[src/design/esr_pkg.sv]
`timescale 1ns / 1ps

package esr_pkg;

  localparam int STACK_DEPTH = 16;
  localparam int ADDR_W      = $clog2(STACK_DEPTH);
  localparam int DEPTH_W     = $clog2(STACK_DEPTH + 1);

  typedef logic [2:0] sym_t;

  localparam sym_t SYM_E     = 3'd0;
  localparam sym_t SYM_PLUS  = 3'd1;
  localparam sym_t SYM_STAR  = 3'd2;
  localparam sym_t SYM_OPEN  = 3'd3;
  localparam sym_t SYM_CLOSE = 3'd4;
  localparam sym_t SYM_OTHER = 3'd5;

  localparam logic [7:0] CH_A     = 8'h61;
  localparam logic [7:0] CH_PLUS  = 8'h2b;
  localparam logic [7:0] CH_STAR  = 8'h2a;
  localparam logic [7:0] CH_OPEN  = 8'h28;
  localparam logic [7:0] CH_CLOSE = 8'h29;

  typedef struct packed {
    logic              we;
    logic [ADDR_W-1:0] waddr;
    sym_t              wdata;
    logic [ADDR_W-1:0] raddr1;
    logic [ADDR_W-1:0] raddr2;
  } stack_req_t;

  function automatic sym_t encode(input logic [7:0] ch);
    sym_t s;
    case (ch)
      CH_A:     s = SYM_E;
      CH_PLUS:  s = SYM_PLUS;
      CH_STAR:  s = SYM_STAR;
      CH_OPEN:  s = SYM_OPEN;
      CH_CLOSE: s = SYM_CLOSE;
      default:  s = SYM_OTHER;
    endcase
    return s;
  endfunction

endpackage

[src/design/esr_stack.sv]
`timescale 1ns / 1ps

module esr_stack import esr_pkg::*; (
  input  logic       clk,
  input  stack_req_t req,
  output sym_t       rdata1,
  output sym_t       rdata2
);

  sym_t mem [STACK_DEPTH];

  always_ff @(posedge clk) begin
    if (req.we) begin
      mem[req.waddr] <= req.wdata;
    end
    rdata1 <= mem[req.raddr1];
    rdata2 <= mem[req.raddr2];
  end

endmodule

[src/design/esr_match.sv]
`timescale 1ns / 1ps

module esr_match import esr_pkg::*; (
  input  logic enable,
  input  sym_t x,
  input  sym_t y,
  input  sym_t z,
  output logic hit
);

  logic binop;
  logic paren;

  // x is the deepest of the three, z the top
  assign binop = (x == SYM_E) && ((y == SYM_STAR) || (y == SYM_PLUS)) && (z == SYM_E);
  assign paren = (x == SYM_OPEN) && (y == SYM_E) && (z == SYM_CLOSE);
  assign hit   = enable && (binop || paren);

endmodule

[src/design/expression_shift_reduce_recognizer.sv]
`timescale 1ns / 1ps

// channel   handshake             payload
// input     in_valid / in_ready   symbol[7:0], last
// output    out_valid / out_ready depth[4:0], reductions[3:0], done_res, accepted, overflow
//
// an item passes the read and check steps after accept, and again for each pattern
// reduction (a to E needs none); the done step loads the result and then ready returns
// a push onto a full stack skips the read and reduce loop and goes to the done step
// each reduction is one registered stack read and one pass of the shared compare
// synchronous reset clears stack pointer, overflow flag and handshake state, not the stack
// a stalled result holds the block in its final step until the output register is free

module expression_shift_reduce_recognizer import esr_pkg::*; (
  input  logic       clk,
  input  logic       rst,
  input  logic       in_valid,
  output logic       in_ready,
  input  logic [7:0] symbol,
  input  logic       last,
  output logic       out_valid,
  input  logic       out_ready,
  output logic [4:0] depth,
  output logic [3:0] reductions,
  output logic       done_res,
  output logic       accepted,
  output logic       overflow
);

  localparam logic [1:0] S_IDLE  = 2'd0;
  localparam logic [1:0] S_READ  = 2'd1;
  localparam logic [1:0] S_CHECK = 2'd2;
  localparam logic [1:0] S_DONE  = 2'd3;

  logic [1:0]         state;
  logic [DEPTH_W-1:0] sp;
  logic               ovf;
  sym_t               top;
  logic [3:0]         cnt;
  logic               last_q;

  stack_req_t         req;
  sym_t               rd1;
  sym_t               rd2;
  logic               hit;
  logic               full;
  logic               in_fire;
  logic               out_load;
  logic [DEPTH_W-1:0] sp_m2;
  logic [DEPTH_W-1:0] sp_m3;
  logic [3:0]         cnt_inc;

  assign full     = (sp >= DEPTH_W'(STACK_DEPTH));
  assign in_ready = (state == S_IDLE);
  assign in_fire  = in_valid && in_ready;
  assign out_load = (state == S_DONE) && (!out_valid || out_ready);
  assign sp_m2    = sp - DEPTH_W'(2);
  assign sp_m3    = sp - DEPTH_W'(3);
  assign cnt_inc  = (cnt == 4'hf) ? cnt : cnt + 4'd1;

  always_comb begin
    req.raddr1 = sp_m2[ADDR_W-1:0];
    req.raddr2 = sp_m3[ADDR_W-1:0];
    req.we     = 1'b0;
    req.waddr  = sp[ADDR_W-1:0];
    req.wdata  = encode(symbol);
    if (in_fire && !full) begin
      req.we = 1'b1;
    end else if ((state == S_CHECK) && hit) begin
      req.we    = 1'b1;
      req.waddr = sp_m3[ADDR_W-1:0];
      req.wdata = SYM_E;
    end
  end

  esr_stack u_stack (
    .clk    (clk),
    .req    (req),
    .rdata1 (rd1),
    .rdata2 (rd2)
  );

  esr_match u_match (
    .enable (sp >= DEPTH_W'(3)),
    .x      (rd2),
    .y      (rd1),
    .z      (top),
    .hit    (hit)
  );

  always_ff @(posedge clk) begin
    if (rst) begin
      state     <= S_IDLE;
      sp        <= '0;
      ovf       <= 1'b0;
      out_valid <= 1'b0;
    end else begin
      if (out_load) begin
        out_valid <= 1'b1;
      end else if (out_ready) begin
        out_valid <= 1'b0;
      end
      case (state)
        S_IDLE: begin
          if (in_fire) begin
            last_q <= last;
            if (full) begin
              ovf   <= 1'b1;
              cnt   <= 4'd0;
              state <= S_DONE;
            end else begin
              top   <= encode(symbol);
              sp    <= sp + DEPTH_W'(1);
              cnt   <= (symbol == CH_A) ? 4'd1 : 4'd0;
              state <= S_READ;
            end
          end
        end
        S_READ: begin
          state <= S_CHECK;
        end
        S_CHECK: begin
          if (hit) begin
            top   <= SYM_E;
            sp    <= sp_m2;
            cnt   <= cnt_inc;
            state <= S_READ;
          end else begin
            state <= S_DONE;
          end
        end
        S_DONE: begin
          if (out_load) begin
            if (last_q) begin
              sp  <= '0;
              ovf <= 1'b0;
            end
            state <= S_IDLE;
          end
        end
        default: begin
          state <= S_IDLE;
        end
      endcase
    end
  end

  // with one entry left, the top register holds the bottom of the stack
  always_ff @(posedge clk) begin
    if (out_load) begin
      depth      <= 5'(sp);
      reductions <= cnt;
      done_res   <= last_q;
      accepted   <= last_q && (sp == DEPTH_W'(1)) && (top == SYM_E) && !ovf;
      overflow   <= ovf;
    end
  end

endmodule

[config.mk]
export PLATFORM = sky130hd
export DESIGN_NAME = expression_shift_reduce_recognizer
export DESIGN_NICKNAME = d
export VERILOG_FILES = /design/src/design/esr_pkg.sv /design/src/design/esr_stack.sv /design/src/design/esr_match.sv /design/src/design/expression_shift_reduce_recognizer.sv
export SDC_FILE = /design/constraint.sdc
export NUM_CORES = 1
export LEC_CHECK = 0
export ABC_CLOCK_PERIOD_IN_PS = 3800
export BUFFER_PORTS_ARGS = -buffer_cell sky130_fd_sc_hd__clkbuf_2
export CAP_MARGIN = 20
export CORE_AREA = 2 2 94 96
export CTS_CLUSTER_SIZE = 8
export DETAILED_ROUTE_END_ITERATION = 16
export DIE_AREA = 0 0 96 98
export PLACE_DENSITY = 0.67
export SLEW_MARGIN = 20
export SYNTH_ARGS = -nofsm -noshare
export SYNTH_HDL_FRONTEND = slang
export SYNTH_HIERARCHICAL = 1
export SYNTH_SLANG_ARGS = --single-unit
[constraint.sdc]
create_clock -name clk -period 3.8 [get_ports clk]
set_input_delay 0.57 -clock clk [delete_from_list [all_inputs] [get_ports clk]]
set_output_delay 0.57 -clock clk [all_outputs]
set_load 0.01 [all_outputs]
==> results.sh <==
export IMPL_outcome="completed"
export IMPL_min_path_cells=1
export IMPL_p_leak_nw=1.52
export IMPL_p_comb_share_pct=19.6
export IMPL_cts_tree="built"
export IMPL_min_to="last_q"
export IMPL_core_sq_um=8470
export IMPL_p_switching_uw=592
export IMPL_crit_path_start="sp[2]"
export IMPL_synth_nets=307
export IMPL_synth_warning_count=6
export IMPL_setup_ws_ns=0.554
export IMPL_rows=34
export IMPL_reg2regPathDepth=12
export IMPL_required_ns=3.81
export IMPL_crit_path_start_kind="flop"
export IMPL_clockPowerShare_pct=27.2
export IMPL_path_buf_inv=2
export IMPL_drc_errors=0
export IMPL_ir_drop_uv=222
export IMPL_syn_area_sq_um=4070
export IMPL_drtIter0Drc=149
export IMPL_synth_cell_type_count=45
export IMPL_grt_ovfl_total=0
export IMPL_min_from="last"
export IMPL_grt_usage_pct=18.5
export IMPL_final_common_cell="edfxtp_1"
export IMPL_wirelength_microns=8180
export IMPL_final_cell_mix="edfxtp_1 (68), nor2_1 (29), clkbuf_2 (26)"
export IMPL_nets=342
export IMPL_antenna_found_initial=0
export IMPL_setup_tns_final_ns=0
export IMPL_clock_sinks=83
export IMPL_clockBufferDepth=2
export IMPL_crit_cells=12
export IMPL_die_w_microns=96
export IMPL_cp_max_fo=7
export IMPL_dr_total_vias=2543
export IMPL_tightest_slew_ns=1.04
export IMPL_grt_pass1_vias=2450
export IMPL_reg2reg_from="sp[2]"
export IMPL_drt_pre_antenna_iters=5
export IMPL_sw_frac_of_total_pct=29.0
export IMPL_worst_path_largest_cell_delay_ns=0.52
export IMPL_critical_path_slowest_cell="or3b_2"
export IMPL_cts_inserted_buffers=9
export IMPL_grt_max_degree=21
export IMPL_setup_violations=0
export IMPL_finalClockSkew_ns=0.0117
export IMPL_min_path_type="input pin to flop"
export IMPL_area_delta_synth_final_pct=9.71
export IMPL_hpwl_microns=5820
export IMPL_critPathTopFamily="simple AND/OR/NAND/NOR gates"
export IMPL_wl_per_cell_microns=18.8
export IMPL_layout_drive_gt1_share_pct=19.9
export IMPL_pwr_share_seq_pct=53.2
export IMPL_cts_resized=0
export IMPL_yosysSeqAreaShare_pct=57.5
export IMPL_fin_crit_sh_pct=85.4
export IMPL_ios=27
export IMPL_syn_instance_count=287
export IMPL_place_gp_congestion=0.917
export IMPL_worstPathArrival_ns=3.25
export IMPL_fp_dieH_microns=98
export IMPL_critPathMostFrequentCell="nand2_1"
export IMPL_r2r_end="u_stack/mem[0][1]"
export IMPL_rsz0062_at_grt="false"
export IMPL_powerDensity_nw_per_um2=457
export IMPL_avgSynthCellArea_sq_um=14.2
export IMPL_viasPerCell=5.85
export IMPL_dieArea_sq_um=9410
export IMPL_diodes=0
export IMPL_drv_slew=0
export IMPL_worstSkewPairLatency_ns=0.36
export IMPL_p_int_mw=1.45
export IMPL_cts_root_buf="clkbuf_8"
export IMPL_postCtsSetupRepairBufs=0
export IMPL_maxSlewHeadroom_pct=30.2
export IMPL_cp_end_kind="flop"
export IMPL_path_cells="inv_1 -> ha_1 -> a21oi_1 -> nand2_1 -> nand2_1 -> a21oi_1 -> inv_1 -> nor2_1 -> nand2_1 -> xnor2_1 -> or3b_2 -> nor3_1"
export IMPL_start_util_pct=48.1
export IMPL_port_buffers=26
export IMPL_worst_setup_path_type="flop to flop"
export IMPL_ctsHoldBuffers=0
export IMPL_place_ws_ns=0.619
export IMPL_grt_pass1_wl_microns=12800
export IMPL_clk_pin_slew_ns=0.08
export IMPL_reg2reg_slack_ns=0.55
export IMPL_drtAntennaViolNets=0
export IMPL_final_hold_viol_count=0
export IMPL_cap_violations=0
export IMPL_ys_seq_elements=83
export IMPL_fmax_mhz=308
export IMPL_fin_crit_ns=3.25
export IMPL_cts_htree_levels=3
worst max-delay path by stage:
stage	slack (ns)	end
2_1_floorplan	1.00	u_stack/mem[0][0]
3_3_place_gp	0.64	u_stack/mem[3][1]
3_5_place_dp	0.62	u_stack/mem[0][1]
4_1_cts	0.60	u_stack/mem[0][1]
5_1_grt	0.31	u_stack/mem[0][1]
6_report	0.55	u_stack/mem[0][1]
power groups by stage:
| stage | clock (mW) | combinational, mW | sequential, mW |
|---|---|---|---|
| floorplan | 0 | 0.319 | 1.08 |
| global placement | 0 | 0.392 | 1.10 |
| detailed placement | 0 | 0.396 | 1.11 |
| CTS | 0.570 | 0.398 | 1.08 |
| global route | 0.616 | 0.438 | 1.09 |
| finish | 0.555 | 0.399 | 1.08 |
logic make-up (layout without fill, tap and decap cells):
group | Yosys count | after routing | share of synthesized area (%)
and+or+nand+nor | 112 | 112 | 14.1
DFF | 83 | 83 | 57.5
AOI/OAI and AO/OA | 30 | 30 | 5.13
muxes | 26 | 26 | 15.2
buffers and inverters | 17 | 57 | 3.20
xor gates and xnor gates | 12 | 12 | 2.58
adders and majority gates | 7 | 7 | 2.15
synth_stat cells, drive strengths merged:
cell	count	share of area [%]
edfxtp	68	50
nor2	29	2.7
mux4	24	15
nand3	20	2.5
nand2	19	1.8
dfxtp	15	7.4
nor3	11	1.4
a21oi	9	1.1
nor2b	9	1.4
a22oi	8	1.7
xnor2	8	1.7
buf	7	1.9
ha	7	2.2
nand2b	7	1.1
inv	6	0.55
xor2	4	0.86
nand3b	3	0.55
o21ai	3	0.37
a211oi	2	0.37
and2	2	0.37
clkbuf	2	0.18
mux2i	2	0.49
nor3b	2	0.37
nor4	2	0.31
or4	2	0.37
or4b	2	0.58
a221oi	1	0.22
a2bb2oi	1	0.22
a311oi	1	0.22
a31oi	1	0.15
and4	1	0.25
clkinv	1	0.22
dlymetal6s2s	1	0.31
nand4	1	0.15
nor4b	1	0.22
o21bai	1	0.18
o221ai	1	0.22
o22ai	1	0.15
o32ai	1	0.22
or3b	1	0.22
sequential cells by signal (all words and copies together), names as in the netlist, 2 cells and up:
register        cells
u_stack/mem        48
depth               5
sp                  5
cnt                 4
reductions          4
top                 3
u_stack/rdata1      3
u_stack/rdata2      3
state               2
layer usage:
metal  routed length, microns  global-route usage [%]  share of wire (%)  vias to the layer above
li1                         -                       -                  -                     1191
met1                     3500                    23.5                 43                     1253
met2                     4160                    30.9                 51                       83
met3                      363                    4.24                4.4                       16
met4                      161                    6.48                2.0                        0
met5                        0                       0                  0                        -
stage by stage:
stage | total power [mW] | utilization (%) | instances | hold slack (ns) | cell area, sq um
after floorplan | 1.40 | - | 287 | 0.431 | 4070
after global placement | 1.49 | 50.8 | 419 | 0.451 | 4300
after detailed placement | 1.50 | 50.8 | 419 | 0.443 | 4300
after CTS | 2.05 | 52.7 | 435 | 0.384 | 4470
after global routing | 2.15 | 52.7 | 435 | 0.386 | 4470
final | 2.04 | 52.7 | 435 | 0.394 | 4470
area by class of cell:
class,instances,area [sq um]
well taps,108,135
flip-flops and latches,83,2340
inverters,7,31.3
clock buffers,10,128
multi-input cells,187,1600
repair buffers,34,190
clock inverters,6,41.3
fillers,706,4000
(Power assumes the default switching activity.)
